## src/rtl/spcp_pkg.sv

```systemverilog
// spcp_pkg: shared constants and payload types for the segment pair closest points unit
// no dependencies; imported by every module of the block
package spcp_pkg;

    localparam int MAX_POINTS  = 256;
    localparam int ADDR_W      = (MAX_POINTS > 1) ? $clog2(MAX_POINTS) : 1;
    localparam int QUEUE_DEPTH = 4;
    localparam int PTR_W       = (QUEUE_DEPTH > 1) ? $clog2(QUEUE_DEPTH) : 1;
    localparam int CNT_W       = $clog2(QUEUE_DEPTH + 1);
    localparam int FRAC_W      = 16;
    localparam int DIV_STEPS   = FRAC_W;
    localparam logic [FRAC_W:0] ONE_Q16 = {1'b1, {FRAC_W{1'b0}}};

    typedef enum logic {
        OP_LOAD  = 1'b0,
        OP_QUERY = 1'b1
    } op_t;

    typedef logic signed [23:0] coord_t;

    typedef struct packed {
        coord_t x;
        coord_t y;
        coord_t z;
    } point_t;

    typedef struct packed {
        op_t        operation;
        logic [7:0] point_index;
        coord_t     coord_x;
        coord_t     coord_y;
        coord_t     coord_z;
        logic [7:0] first_seg_start;
        logic [7:0] first_seg_end;
        logic [7:0] second_seg_start;
        logic [7:0] second_seg_end;
    } item_t;

    typedef struct packed {
        coord_t      near_first_x;
        coord_t      near_first_y;
        coord_t      near_first_z;
        coord_t      near_second_x;
        coord_t      near_second_y;
        coord_t      near_second_z;
        logic [16:0] param_first;
        logic [16:0] param_second;
    } result_t;

    typedef struct packed {
        point_t p1;
        point_t p2;
        point_t p3;
        point_t p4;
    } quad_t;

    typedef struct packed {
        logic             nonempty;
        logic [CNT_W-1:0] count;
    } queue_status_t;

endpackage

```

## src/rtl/spcp_queue.sv

```systemverilog
// spcp_queue: short fifo of fetched queries between front and back
// depends on spcp_pkg; space is reserved by spcp_front before it issues a read
module spcp_queue
    import spcp_pkg::*;
(
    input  logic          clk,
    input  logic          rst_n,
    input  logic          push,
    input  quad_t         din,
    input  logic          pop,
    output queue_status_t stat,
    output quad_t         head
);

    quad_t            slot_reg [QUEUE_DEPTH];
    logic [PTR_W-1:0] wr_ptr_reg, rd_ptr_reg;
    logic [CNT_W-1:0] count_reg;

    function automatic logic [PTR_W-1:0] ptr_inc(logic [PTR_W-1:0] p);
        return (p == PTR_W'(QUEUE_DEPTH - 1)) ? '0 : p + PTR_W'(1);
    endfunction

    always_ff @(posedge clk)
    begin
        if (push)
        begin
            slot_reg[wr_ptr_reg] <= din;
        end
    end

    always_ff @(posedge clk or negedge rst_n)
    begin
        if (!rst_n)
        begin
            wr_ptr_reg <= '0;
            rd_ptr_reg <= '0;
            count_reg  <= '0;
        end
        else
        begin
            if (push)
            begin
                wr_ptr_reg <= ptr_inc(wr_ptr_reg);
            end
            if (pop)
            begin
                rd_ptr_reg <= ptr_inc(rd_ptr_reg);
            end
            count_reg <= count_reg + CNT_W'(push) - CNT_W'(pop);
        end
    end

    assign head          = slot_reg[rd_ptr_reg];
    assign stat.nonempty = (count_reg != '0);
    assign stat.count    = count_reg;

    assert property (@(posedge clk) disable iff (!rst_n)
        count_reg <= CNT_W'(QUEUE_DEPTH))
        else $error("queue count above depth");

    assert property (@(posedge clk) disable iff (!rst_n)
        (push && count_reg == CNT_W'(QUEUE_DEPTH)) |-> pop)
        else $error("push into full queue");

    assert property (@(posedge clk) disable iff (!rst_n)
        pop |-> (count_reg != '0))
        else $error("pop from empty queue");

endmodule

```

## config.mk

```make
export PLATFORM = sky130hd
export DESIGN_NAME = spcp_queue
export DESIGN_NICKNAME = d
export VERILOG_FILES = /design/src/rtl/spcp_pkg.sv /design/src/rtl/spcp_queue.sv
export SDC_FILE = /design/constraint.sdc
export NUM_CORES = 1
export LEC_CHECK = 0
export BUFFER_PORTS_ARGS = -buffer_cell sky130_fd_sc_hd__clkbuf_2
export CAP_MARGIN = 20
export CORE_MARGIN = 2
export CORE_UTILIZATION = 45
export DETAILED_ROUTE_END_ITERATION = 7
export PLACE_DENSITY_LB_ADDON = 0.2
export SLEW_MARGIN = 5
export SYNTH_ARGS = -nofsm -noshare
export SYNTH_HDL_FRONTEND = slang
export SYNTH_SLANG_ARGS = --single-unit
export TNS_END_PERCENT = 100
```

## constraint.sdc

```tcl
create_clock -name clk -period 10.2 [get_ports clk]
set_input_delay 1.53 -clock clk [delete_from_list [all_inputs] [get_ports clk]]
set_output_delay 1.53 -clock clk [all_outputs]
set_load 0.01 [all_outputs]
```

# Word level (Yosys, flattened, before mapping)
# Memory sizes are Yosys's and may differ from the RTL's.
# Index checks and enable logic that the tools add are counted.
# W data, S select, Z words.
# totals
register_bits,7
ram_bits,1152
in_bits,292
output_inout_bits,292
mem_count,1
# classes
addsub,4
eq_ne,2
mux,4
reduce_logical,1
# memory_table
name,words,word_bits,read_ports,rd_clocked_by_memory_dff,write_ports,line,rtl
slot_reg,4,288,1,0,1,spcp_queue.sv:15,quad_t slot_reg [QUEUE_DEPTH];
# op_table
op,count
$add A2 B1 Y2 const B,2
$eq A2 B2 Y1 const B,2
$mux W2,2
$add A3 B1 Y3,1
$reduce_bool A3 Y1,1
$sub A3 B1 Y3,1
$mux W1,2

# Logic depth before layout (Yosys ltp)
# Gate-level depths: netlist (run 1).
# logic_depth
depth_word,2
ltp_mapped,8
depth_no_buf,8

# Least setup slack after synthesis (run 1)
# Ideal clock, no wire load.
# synth_path
kind,input to register
start,input push
end,"memory slot_reg[0][0] (netlist name), enable pin"
arrival_ns,8.029
path_slack_ns,1.486
cell_stages,1
path_buffers,0
cell_sequence,and2_1
# synth_via
elab_chain_len,2
# synth_rtl
item,line,rtl
start: declaration,spcp_queue.sv:8,"input logic push,"
$mux W1,spcp_queue.sv:25,if (push)
$mux W1 (not written as such),spcp_queue.sv:27,slot_reg[wr_ptr_reg] <= din;
end: declaration,spcp_queue.sv:15,
# No other way between the ends.

==> results, run 1 <==
- The run finished with clean final reports.
- The via count of the first global-routing pass is 20000.
- The area growth from synthesis to layout is 19.3%.
- The total clock buffers created by CTS is approximately 110.
- For this run the aggregate overflow at the end of global routing stands at 0.
- The number of flip-flops in the largest register is approximately 1200.
- Leaving out fill and tap cells, the most frequent cell in the layout is sky130_fd_sc_hd__edfxtp_1.
- In the final routed layout, each cell accounts on average for between 20 and 25 um.
- For the worst setup path, the data arrival time is between 3 and 4 ns.
- In the post-synthesis netlist, the biggest area contributors are sky130_fd_sc_hd__edfxtp_1, sky130_fd_sc_hd__mux4_2, sky130_fd_sc_hd__dfrtp_1.
- The via count normalized by instance count is 5.26.
- The synthesized design devotes to its leading area cell type 82.6% of total area.
- In the global route stage, overall resource usage came out at between 15 and 20%.
- The type of element launching the critical path is a flop.
- For the pin with the worst max-slew slack, the measured transition is about 1.3 ns.
- The count of mapped cells out of synthesis is 1539.
- The number of buffers added for setup after CTS is 0.
- The CTS tree is yes.
- The maximum number of pins on one net before global-route repair is roughly 150.
- The number of I/O pins is between 500 and 600.
- The worst hold path begins at count_reg[2]$_DFF_PN0_.
- The classification of the worst-slack hold path is flop to flop.
- The worst clock skew is 0.0275 ns.
- The total wire length is 85900 um.
- The finished layout holds between 3000 and 4000 standard cells, fillers aside.
- The count of TritonRoute iterations in the first routing pass is 5.
- For this block, the initial DRC count from the detailed router was 1353.
- Together, buffers and inverters on the worst path number 3.
- The die is ~310 um tall.
- The number of max-slew violations in the final report is 0.
- The hold buffer count at cts is 0.
- The count of warnings emitted by yosys is 0.
- Buffers placed on the I/O ports in this run total 583.
- STA classifies the critical path endpoint as a primary output.
- The signal on the critical path passes through buf_4 > buf_12 > mux4_2 > clkbuf_2.
- The first global-routing pass estimated around 130000 um of wire.
- In the layout the commonest cells are sky130_fd_sc_hd__edfxtp_1, sky130_fd_sc_hd__clkbuf_2, sky130_fd_sc_hd__mux4_2.
- The number of levels the H-tree was split into is 3.
- The CTS clock-pin slew for the worst setup and hold paths is 0.06 ns.
- The share of layout cells above drive strength 1 is a little under half.
- The remaining routing DRC violations is 0.
- Summing over every cut layer, the via total after detailed routing is approximately 19000.
- The shortest clock period the worst path allows after layout is roughly 5.5 ns.
- The floorplan die width is roughly 300 um.
- Headroom to the max-slew limit came out at between 10% and 20%.
- The maximum fanout count along the critical path is 93.
- Dividing the synthesized area by the synthesized cell count gives around 27 um2.
- The fraction of the yosys area taken by sequential cells is between 80% and 90%.
- By startpoint and endpoint, the worst setup path is classified as flop to primary output.
- The netlist uses 19 different library cells.
- The number of antenna violations at the first check in global routing was 27.
- Adding up every negative setup slack in the final design gives 0 ns.
- The sink count of the clock tree is between 1000 and 1500.
- The synthesized netlist occupies a cell area of between 0.04 and 0.05 mm2.
- Across the VDD grid, the largest voltage drop is 0.236 mV.
- The static leakage is about 17 nW.
- The number of cells in the design after placement is 3321.
- The congestion estimate from routability-driven global placement came to between 0.7 and 0.8.
- The utilization of the core after routing is between 50% and 60%.
- The final number of setup-violating endpoints is 0.
- The cell with the largest stage delay on the worst path is sky130_fd_sc_hd__buf_4.
- The hold violation total from the final report was 0.
- The cell area power density is 289 mW/mm2.
- Post-CTS repair changed the size of 0 cells.
- The synthesized design contains between 1000 and 1500 register bits.
- The starting utilization of the core area is ~46%.
- The tree is rooted in a sky130_fd_sc_hd__clkbuf_16.
- Clock latency on the worst-skew pair, taken at its later pin, is between 0.6 and 0.7 ns.
- The core region area is roughly 0.092 mm2.
- The cell type contributing the most total cell area after synthesis is sky130_fd_sc_hd__edfxtp_1.
- The startpoint of the most critical setup path is rd_ptr_reg[0]$_DFFE_PN0P_.
- Among cell families on the critical path, the largest total delay comes from buffers and inverters.
- The required time reported for the critical path endpoint is a little under 9 ns.
- Synthesis produced a netlist with a net count of 1839.
- Final hold analysis gives a worst-case slack of between 0.5 and 0.6 ns.
- The net count of the finished layout is about 2500.
- The maximum single-stage delay on the critical path is ~0.84 ns.
- The worst register-to-register path begins at wr_ptr_reg[0]$_DFFE_PN0P_.
- The upper clock frequency limit is ~180 MHz.
- In the finished design, the share of the clock period the worst path needs comes to a little over half.
- The number of rows created at floorplan is 111.
- Setup repair after global routing left no endpoint under its margin.
- The die covers ~0.096 mm2.
- The count of max-cap constraint violations is 0.
- The largest buffer count on any clock path is 3.
- The final antenna-violating net count is 0.
- The HPWL reported at the end of detailed placement is about 52000 um.
==> final cells by class <==
class / instances / area [um2]
clock buffer: 142 / 3020
inverter: 6 / 22.5
clock inverter: 70 / 711
fill: 7008 / 42000
timing repair buffer: 604 / 3170
tap: 1243 / 1560
sequential: 1159 / 34800
antenna: 8 / 20.0
multi-input combinational: 310 / 6700
==> synthesized netlist by cell type <==
cell type,number
sky130_fd_sc_hd__clkbuf_1,5
sky130_fd_sc_hd__buf_6,11
sky130_fd_sc_hd__buf_4,15
sky130_fd_sc_hd__buf_1,2
sky130_fd_sc_hd__or3_1,1
sky130_fd_sc_hd__nor2_1,1
sky130_fd_sc_hd__mux4_2,288
sky130_fd_sc_hd__edfxtp_1,1152
sky130_fd_sc_hd__or3b_2,1
sky130_fd_sc_hd__mux2_2,2
sky130_fd_sc_hd__o21ai_0,2
sky130_fd_sc_hd__inv_1,6
sky130_fd_sc_hd__ha_1,7
sky130_fd_sc_hd__and2_1,4
sky130_fd_sc_hd__xnor2_1,2
sky130_fd_sc_hd__buf_2,31
sky130_fd_sc_hd__fa_1,1
sky130_fd_sc_hd__dfrtp_1,7
sky130_fd_sc_hd__nand2_1,1
==> layer usage <==
| metal | GRT usage [%] | wire [um] |
|---|---|---|
| met1 | 21.2 | 31800 |
| met2 | 29.8 | 44000 |
| met3 | 7.17 | 7990 |
| met4 | 5.38 | 1860 |
| met5 | 0 | 232 |
==> metrics by stage <==
stage | area, um2 | power [W] | setup WS [ns]
after detailed placement | 46200 | 0.0105 | 5.23
after floorplan | 41900 | 0.00914 | 1.49
after CTS | 49900 | 0.0147 | 4.43
after global placement | 46200 | 0.0105 | 5.21
after global routing | 50000 | 0.0151 | 4.30
final | 50000 | 0.0144 | 4.70
==> cells by family after synthesis <==
| kind of cell | Yosys count | synth area share (%) |
|---|---|---|
| AOI/OAI and AO/OA | 2 | 0.0239 |
| adders and majority gates | 8 | 0.257 |
| muxes | 290 | 15.5 |
| buffers and inverters | 70 | 1.05 |
| xor gates and xnor gates | 2 | 0.0418 |
| DFF | 1159 | 83.0 |
| and+or+nand+nor | 8 | 0.113 |
==> final timing paths <==
kind                                         endpoint  slack [ns]  cells past startpoint
max in group asynchronous   rd_ptr_reg[1]$_DFFE_PN0P_        9.29                      1
max reg2reg                slot_reg[0][200]$_DFFE_PP_        6.88                      5
max                                          head[84]        4.70                      4
min                            count_reg[2]$_DFF_PN0_        0.50                      1
min in group asynchronous      count_reg[2]$_DFF_PN0_        0.68                      1
min reg2reg                    count_reg[2]$_DFF_PN0_        0.50                      1
==> power breakdown <==
group          leakage [nW]  internal (W)  switching, W
Sequential             10.7       0.00610      0.000236
Clock                  1.83       0.00242       0.00171
Combinational          4.49       0.00174       0.00222
==> worst reg2reg max path, cell delays in order (launching register included) <==
cell and delay [ns]:
sky130_fd_sc_hd__dfrtp_1 0.42, sky130_fd_sc_hd__inv_1 0.11, sky130_fd_sc_hd__ha_1 0.17, sky130_fd_sc_hd__and2_4 0.55, sky130_fd_sc_hd__buf_4 0.67, sky130_fd_sc_hd__buf_4 0.94
Power figures use the tool's default switching activity.
==> run 2, diff against run 1 <==
--- a/config.mk
+++ b/config.mk
@@ -5,6 +5,7 @@
 export SDC_FILE = /design/constraint.sdc
 export NUM_CORES = 1
 export LEC_CHECK = 0
+export ABC_AREA = 1
 export BUFFER_PORTS_ARGS = -buffer_cell sky130_fd_sc_hd__clkbuf_2
 export CAP_MARGIN = 20
 export CORE_MARGIN = 2
==> constraint.sdc (replaced) <==
create_clock -name clk -period 4.6 [get_ports clk]
set_input_delay 0.69 -clock clk [delete_from_list [all_inputs] [get_ports clk]]
set_output_delay 0.69 -clock clk [all_outputs]
set_load 0.01 [all_outputs]
==> run 2 against run 1 <==
Effect of this change:
- sequential cell count unchanged
- utilization decreased by 1.2 points
- global-route usage increased by 2.2 points
- synthesized cell count increased to 3.0 times the previous value
- critical path depth increased by 1
==> results, run 2 <==
- Status: complete, no violations (unchanged).
- The clock insertion delay at the later pin of the skew report came to 0.69 ns (about the same).
- The shortest clock period the worst path allows after layout is 3.66 ns.
- The average detailed-routed wire length per instance came to 16.8 um (was 24.2 um).
- The via count of the first global-routing pass is 29600 (was 20000).
- The upper clock frequency limit is 273 MHz.
- The post-route clock period utilization is 79.6%.
- The number of cells in the design after placement came to 6420 (was 3321).
- The post-synthesis cell area is 0.0486 mm2 (was 0.0419 mm2).
- The fraction of the yosys area taken by sequential cells is 71.6% (was 83.0%).
- The cell type contributing the most total cell area after synthesis is sky130_fd_sc_hd__edfxtp_1 (unchanged).
- The final weighted congestion in routability-driven placement is 0.769 (was 0.761).
- The share of layout cells above drive strength 1 is 15.6% (was 46.6%).
- The final number of setup-violating endpoints is 0 (unchanged).
- The count of warnings emitted by yosys is 0 (unchanged).
- The floorplan die width is 333 um (was 309 um).
- The number of DRC violations after detailed-routing iteration 0 is 1746 (was 1353).
- The startpoint of the tightest hold check path is din[88] (was count_reg[2]$_DFF_PN0_).
- The post-cts resize count came to 0 (unchanged).
- The post-route cell area is 0.0569 mm2 (was 0.0500 mm2).
- The cell with the most instances after synthesis is sky130_fd_sc_hd__nand2_1 (was sky130_fd_sc_hd__edfxtp_1).
- The part of the power in the clock network is 26.4% (was 28.6%).
- The sink count of the clock tree is 1159 (unchanged).
- The xor/xnor share of the synthesized area came to 0% (was 0.0418%).
- The commonest non-fill, non-tap cell in the layout was sky130_fd_sc_hd__nand2_1 (was sky130_fd_sc_hd__edfxtp_1).
- The number of port buffers is 583 (unchanged).
- The number of I/O pins came to 584 (unchanged).
- The placement-stage cell area is 0.0532 mm2 (was 0.0462 mm2).
- The via count normalized by instance count is 4.65 (was 5.26).
- The start of the worst register-to-register path is wr_ptr_reg[0]$_DFFE_PN0P_ (unchanged).
- The HPWL reported at the end of detailed placement was 67100 um (was 51700 um).
- Ranking of synthesized cells by instance count: sky130_fd_sc_hd__nand2_1, sky130_fd_sc_hd__inv_1, sky130_fd_sc_hd__edfxtp_1 (was sky130_fd_sc_hd__edfxtp_1, sky130_fd_sc_hd__mux4_2, sky130_fd_sc_hd__buf_2).
- The type of element launching the critical path was a flop (unchanged).
- The number of cells on the worst reg-to-reg path was 6 (was 5).
- The count of distinct cell types in the synthesized netlist was 15 (was 19).
- The total vias in the final route is 31000 (was 18600).
- The worst clock skew is 0.0193 ns (was 0.0275 ns).
- The portion of total power attributed to sequential cells is 40.6% (was 43.9%).
- The maximum fanout count along the critical path is 125 (was 93).
- The depth of the worst hold-timing path is 1 (unchanged).
- The area share of the largest cell type after synthesis came to 71.2% (was 82.6%).
- The number of synthesized register bits came to 1159 (unchanged).
- The data arrival time at the worst-slack endpoint came to 2.97 ns (was 3.97 ns).
- The root buffer cell is sky130_fd_sc_hd__clkbuf_16 (unchanged).
- The area growth from synthesis to layout came to 17.2% (was 19.3%).
- The hold violation total from the final report is 0 (unchanged).
- The post-synthesis simple-gate area fraction came to 17.2% (was 0.113%).
- The worst ir drop on vdd is 0.531 mV (was 0.236 mV).
- The count of max-cap constraint violations is 0 (unchanged).
- The number of antenna violations at the first check in global routing came to 31 (was 27).
- The mean area per synthesized cell was 10.7 um2 (was 27.2 um2).
- Unrepaired setup endpoints after global routing: false (unchanged).
- The total clock buffers created by CTS is 117 (was 114).
- Commonest cells after routing, fill and taps aside: sky130_fd_sc_hd__nand2_1, sky130_fd_sc_hd__inv_1, sky130_fd_sc_hd__edfxtp_1 (was sky130_fd_sc_hd__edfxtp_1, sky130_fd_sc_hd__clkbuf_2, sky130_fd_sc_hd__mux4_2).
- The static leakage is 26.5 nW (was 17.0 nW).
- The portion of total power attributed to combinational logic is 33.0% (was 27.4%).
- The kind of end point of the critical path is a primary output (unchanged).
- The area fraction in compound gates after synthesis is 0.0412% (was 0.0239%).
- The final standard cell count with taps included and fillers excluded is 6656 (was 3542).
- The core region area is 0.107 mm2 (was 0.0919 mm2).
- The critical path class is flop to primary output (unchanged).
- The cell-internal power is 0.0221 W (was 0.0103 W).
- The number of rows created at floorplan was 120 (was 111).
- The vertical extent of the die was 333 um (was 309 um).
- The utilization of the core after routing is 53.2% (was 54.4%).
- The final antenna-violating net count came to 0 (unchanged).
- The largest buffer count on any clock path was 3 (unchanged).
- The startpoint of the most critical setup path is rd_ptr_reg[1]$_DFFE_PN0P_ (was rd_ptr_reg[0]$_DFFE_PN0P_).
- The die outline area is 0.111 mm2 (was 0.0956 mm2).
- The number of synthesized flops with an enable pin came to 1152 (unchanged).
- The worst-case register-to-register setup slack is 2.19 ns (was 6.88 ns).
- The count of mapped cells out of synthesis came to 4561 (was 1539).
- The number of max-slew violations in the final report was 0 (unchanged).
- The classification of the worst-slack hold path is input pin to flop (was flop to flop).
- The remaining routing DRC violations came to 0 (unchanged).
- The post-route worst hold slack is 0.207 ns (was 0.502 ns).
- The worst-margin pin slew was 1.27 ns (was 1.25 ns).
- The most used flip-flop cell after synthesis is sky130_fd_sc_hd__edfxtp_1 (unchanged).
- The CTS tree is yes (unchanged).
- The required time reported for the critical path endpoint came to 3.91 ns (was 8.67 ns).
- The CTS clock-pin slew for the worst setup and hold paths is 0.06 ns (about the same).
- The async set-reset flop share out of synthesis came to 0.604% (unchanged).
- The switching part of the total power was 35.4% (was 28.9%).
- The maximum number of pins on one net before global-route repair is 197 (was 147).
- The total wire length is 112000 um (was 85900 um).
- The leftover overflow at the end of global routing is 0 (unchanged).
- The first-pass GRT wire length came to 171000 um (was 125000 um).
- The net load switching power is 0.0121 W (was 0.00416 W).
- The number of flip-flops in the largest register was 1152 (unchanged).
- The number of nets at the end of the flow is 5437 (was 2495).
- The multiplexer area fraction after synthesis was 0% (was 15.5%).
- The total nets after synthesis is 4861 (was 1839).
- The all-layer global routing usage is 20.0% (was 17.8%).
- The post-synthesis share of cell area spent on full adders, half adders and majority gates came to 0.221% (was 0.257%).
- The count of TritonRoute iterations in the first routing pass is 5 (unchanged).
- The max-slew headroom at the worst pin was 15.6% (was 16.6%).
- The cell area power density is 602 mW/mm2 (was 289 mW/mm2).
- Largest cells by area after synthesis: sky130_fd_sc_hd__edfxtp_1, sky130_fd_sc_hd__nand2_1, sky130_fd_sc_hd__inv_1 (was sky130_fd_sc_hd__edfxtp_1, sky130_fd_sc_hd__mux4_2, sky130_fd_sc_hd__dfrtp_1).
- The starting utilization of the core area was 45.4% (was 45.6%).
- The number of levels the H-tree was split into is 3 (unchanged).
- The overall power is 0.0342 W (was 0.0144 W).
- The dominant combinational cell family by area after synthesis is simple AND/OR/NAND/NOR gates (was multiplexers).
-- run 2: changes by cell type after synthesis, moves of 2 or more --
cell / change
sky130_fd_sc_hd__and2_1: -4
sky130_fd_sc_hd__buf_6: -11
sky130_fd_sc_hd__mux2_2: -2
sky130_fd_sc_hd__buf_2: +131
sky130_fd_sc_hd__clkbuf_1: +9
sky130_fd_sc_hd__xnor2_1: -2
sky130_fd_sc_hd__nand2_1: +1452
sky130_fd_sc_hd__buf_4: -4
sky130_fd_sc_hd__nand3_1: +578
sky130_fd_sc_hd__mux4_2: -288
sky130_fd_sc_hd__inv_1: +1159
sky130_fd_sc_hd__o21ai_0: +2
-- run 2: worst max-delay path, stage by stage, from the launching register on --
cell and delay (ns):
sky130_fd_sc_hd__dfrtp_4 0.65, sky130_fd_sc_hd__clkinv_8 0.59, sky130_fd_sc_hd__buf_4 0.50, sky130_fd_sc_hd__nand3_1 0.12
sky130_fd_sc_hd__nand2_1 0.13, sky130_fd_sc_hd__clkbuf_2 0.17
-- run 2: path summary, 6_finish.rpt --
path,endpoint
max,head[178]
min,slot_reg[0][88]$_DFFE_PP_
max reg2reg,slot_reg[2][81]$_DFFE_PP_
min reg2reg,count_reg[2]$_DFF_PN0_
max in group asynchronous,rd_ptr_reg[1]$_DFFE_PN0P_
min in group asynchronous,rd_ptr_reg[0]$_DFFE_PN0P_
-- run 2: layout make-up --
class,instances,area (um2)
fillers,9249,50100
flip-flops and latches,1159,34800
multi-input cells,2045,8560
inverters,1167,4420
repair buffers,647,3730
clock buffers,150,3070
well taps,1403,1760
clock inverters,66,577
diodes,19,47.5
-- run 2: cells by family (layout without fill, tap and decap cells) --
kind of cell / count (synthesis) / after routing
other cells: 0 / 19
compound gates: 4 / 4
simple gates: 2033 / 2033
fa+ha+maj: 8 / 8
buf+inv: 1357 / 2030
flops: 1159 / 1159
-- run 2: stage by stage --
stage / setup WS (ns) / TNS, ns
final: 0.940 / 0
after global routing: 0.748 / 0
after CTS: 0.844 / 0
after detailed placement: 1.63 / 0
after global placement: 1.64 / 0
after floorplan: -0.827 / -946.39
-- run 2: per-layer routing --
layer	GRT usage (%)	vias up	wire (um)
met3	4.60	212	6820
li1	-	15400	-
met1	24.7	14600	45400
met5	0	-	163
met4	8.95	24	4150
met2	33.5	723	55300
-- run 2: power groups by stage --
| stage | Sequential [W] | Combinational (W) | Clock, W |
|---|---|---|---|
| global placement | 0.0141 | 0.0114 | 0 |
| floorplan | 0.0143 | 0.00681 | 0 |
| global route | 0.0140 | 0.0126 | 0.00962 |
| detailed placement | 0.0141 | 0.0115 | 0 |
| CTS | 0.0139 | 0.0115 | 0.00924 |
| finish | 0.0139 | 0.0113 | 0.00902 |
-- run 2: timing repair --
item                                    4_1_cts  5_1_grt
hold buffers                                  1        0
endpoints found under the hold margin         7        0
buffers inserted                              0        0
endpoints found under the setup margin        0        0
==> run 3, diff against run 2 <==
==> constraint.sdc (replaced) <==
create_clock -name clk -period 3.4 [get_ports clk]
set_input_delay 0.51 -clock clk [delete_from_list [all_inputs] [get_ports clk]]
set_output_delay 0.51 -clock clk [all_outputs]
set_load 0.01 [all_outputs]
==> run 3 against run 2 <==
Effect of this change:
- non-clock buffer count increased by 290
- global-route usage increased by 0.71 points
- highest routed layer unchanged
- critical path depth unchanged
- combinational power increased by 42%
- sequential share of layout area decreased by 3.0 points
- register-to-register slack got worse by 1.1 ns
- clock power increased by 32%
- worst hold slack got worse by 0.15 ns
- cell count increased by 4.2%
- sequential cell count unchanged
- cell area increased by 5.1%
- largest power group unchanged
==> results, run 3 (synthesized netlist as in run 2, its figures left out) <==
- The area growth from synthesis to layout was 23.1% (was 17.2%).
- The number of nets at the end of the flow is 5727 (was 5437).
- The remaining routing DRC violations is 0 (unchanged).
- The via count normalized by instance count is 4.67 (was 4.65).
- The maximum number of pins on one net before global-route repair is 178 (was 197).
- List of cells traversed by the critical path: buf_12 > nand2_1 > nand3_1 > nand2_1 > clkbuf_2 (was clkinv_8 > buf_4 > nand3_1 > nand2_1 > clkbuf_2).
- The number of I/O pins is 584 (unchanged).
- The cell with the largest stage delay on the worst path is sky130_fd_sc_hd__dfrtp_4 (unchanged).
- The portion of total power attributed to sequential cells was 40.2% (was 40.6%).
- The final antenna-violating net count came to 0 (unchanged).
- The number of filler cells placed in the layout is 9010 (was 9249).
- The HPWL reported at the end of detailed placement is 71800 um (was 67100 um).
- The cell area power density came to 781 mW/mm2 (was 602 mW/mm2).
- The starting utilization of the core area is 45.4% (unchanged).
- The maximum single-stage delay on the critical path is 0.58 ns (was 0.65 ns).
- The hold violation total from the final report is 0 (unchanged).
- The critical path class is flop to primary output (unchanged).
- The worst-margin pin slew was 1.24 ns (was 1.27 ns).
- The total wire length is 116000 um (was 112000 um).
- The post-route setup TNS is 0 ns (unchanged).
- The utilization of the core after routing is 55.9% (was 53.2%).
- The critical path's top delay family was flip-flops (was buffers and inverters).
- The cell-internal power is 0.0301 W (was 0.0221 W).
- The footprint of the multi-input gates was 0.00850 mm2 (was 0.00856 mm2).
- The first-pass GRT wire length came to 178000 um (was 171000 um).
- The final weighted congestion in routability-driven placement is 0.792 (was 0.769).
- The combined flip-flop and latch cell area is 0.0348 mm2 (unchanged).
- The data arrival time at the worst-slack endpoint is 2.66 ns (was 2.97 ns).
- The final number of setup-violating endpoints was 0 (unchanged).
- In this design, the critical path's most frequently occurring cell is sky130_fd_sc_hd__nand2_1.
- The sink count of the clock tree is 1159 (unchanged).
- The number of antenna violations at the first check in global routing was 19 (was 31).
- The core region area came to 0.107 mm2 (unchanged).
- The floorplan die width is 333 um (unchanged).
- The worst clock skew is 0.0111 ns (was 0.0193 ns).
- The number of max-slew violations in the final report was 0 (unchanged).
- The commonest non-fill, non-tap cell in the layout is sky130_fd_sc_hd__nand2_1 (unchanged).
- The top routing layer in use is met5 (unchanged).
- The buffers plus inverters on the worst setup path came to 2 (was 3).
- The average detailed-routed wire length per instance came to 16.7 um (was 16.8 um).
- The worst ir drop on vdd is 0.854 mV (was 0.531 mV).
- The largest buffer count on any clock path was 3 (unchanged).
- The total vias in the final route came to 32400 (was 31000).
- The routed length on met3 is 7420 um (was 6820 um).
- The number of flip-flops in the largest register is 1152 (unchanged).
- The via count of the first global-routing pass is 31700 (was 29600).
- The leftover overflow at the end of global routing is 0 (unchanged).
- The all-layer global routing usage was 20.7% (was 20.0%).
- The kind of end point of the critical path is a primary output (unchanged).
- The clock insertion delay at the later pin of the skew report is 0.69 ns (about the same).
- The number of port buffers came to 583 (unchanged).
- The static leakage was 27.7 nW (was 26.5 nW).
- The post-route clock period utilization is between 90 and 100%.
- The part of the power in the clock network is 25.5% (was 26.4%).
- The number of levels the H-tree was split into is 3 (unchanged).
- The vertical extent of the die is 333 um (unchanged).
- The hold buffer count at cts is 265 (was 1).
- The CTS clock-pin slew for the worst setup and hold paths is 0.06 ns (about the same).
- The classification of the worst-slack hold path is input pin to flop (unchanged).
- The total length of routed met2 wires is 56800 um (was 55300 um).
- The post-cts resize count came to 0 (unchanged).
- The required time reported for the critical path endpoint came to 2.89 ns (was 3.91 ns).
- The share of layout cells above drive strength 1 is 15.2% (was 15.6%).
- The total clock buffers created by CTS is 117 (unchanged).
- The die outline area came to 0.111 mm2 (unchanged).
- The net load switching power is 0.0166 W (was 0.0121 W).
- The root buffer cell is sky130_fd_sc_hd__clkbuf_16 (unchanged).
- After layout, the minimum clock period comes to around 3.2 ns.
- Static timing analysis puts the maximum clock frequency at 315 MHz.
- The maximum fanout count along the critical path was 177 (was 125).
- The portion of total power attributed to combinational logic was 34.3% (was 33.0%).
- The number of buffers added for setup after CTS was 0 (unchanged).
- The max-slew headroom at the worst pin was 17.2% (was 15.6%).
- Status: complete, no violations (unchanged).
- The number of rows created at floorplan was 120 (unchanged).
- The count of TritonRoute iterations in the first routing pass is 7 (was 5).
- Unrepaired setup endpoints after global routing: false (unchanged).
- The type of element launching the critical path is a flop (unchanged).
- The routed metal-1 wire length is 47100 um (was 45400 um).
- The CTS tree is yes (unchanged).
- The number of DRC violations after detailed-routing iteration 0 came to 2039 (was 1746).
- The count of max-cap constraint violations is 0 (unchanged).
- Commonest cells after routing, fill and taps aside: sky130_fd_sc_hd__nand2_1, sky130_fd_sc_hd__inv_1, sky130_fd_sc_hd__edfxtp_1 (unchanged).
- The switching part of the total power is 35.6% (was 35.4%).
[run 3: metal layers]
| metal | vias up | track usage (%) |
|---|---|---|
| li1 | 16000 | - |
| met3 | 226 | 4.80 |
| met2 | 893 | 35.0 |
| met5 | - | 0 |
| met4 | 12 | 7.90 |
| met1 | 15200 | 25.8 |
[run 3: area by class of cell]
class	instances	share of cell area (%)
Antenna cell	14	0.0585
Clock buffer	145	5.18
Clock inverter	65	0.698
Inverter	1167	7.38
Multi-Input combinational cell	2045	14.2
Sequential cell	1159	58.1
Tap cell	1403	2.93
Timing Repair Buffer	937	11.4
[run 3: metrics by stage]
stage	hold slack, ns	total power, W	cells	setup WS [ns]	cell area, um2
finish	0.0611	0.0467	6935	0.229	59800
detailed placement	0.391	0.0350	6446	0.909	53600
CTS	0.000735	0.0472	6921	0.241	59800
global route	0.0112	0.0494	6934	0.112	59800
floorplan	0.214	0.0286	4561	-1.98	48600
global placement	0.390	0.0349	6446	0.981	53600
[run 3: path summary, 6_finish.rpt]
| path | start | to | slack, ns | depth (start not counted) |
|---|---|---|---|---|
| worst max-delay path | rd_ptr_reg[0]$_DFFE_PN0P_ | head[176] | 0.23 | 5 |
| worst min-delay path | din[80] | slot_reg[0][80]$_DFFE_PP_ | 0.06 | 1 |
| worst max register to register | wr_ptr_reg[0]$_DFFE_PN0P_ | slot_reg[3][280]$_DFFE_PP_ | 1.12 | 4 |
| worst min register to register | count_reg[2]$_DFF_PN0_ | count_reg[2]$_DFF_PN0_ | 0.59 | 3 |
| max in group asynchronous | rst_n | rd_ptr_reg[0]$_DFFE_PN0P_ | 2.92 | 2 |
| min in group asynchronous | rst_n | count_reg[2]$_DFF_PN0_ | 0.24 | 2 |
[run 3: power groups by stage]
stage / Sequential (W) / Clock [W] / Combinational, W
floorplan: 0.0194 / 0 / 0.00916
global placement: 0.0190 / 0 / 0.0159
detailed placement: 0.0191 / 0 / 0.0160
CTS: 0.0188 / 0.0122 / 0.0163
global route: 0.0189 / 0.0127 / 0.0177
finish: 0.0188 / 0.0119 / 0.0160
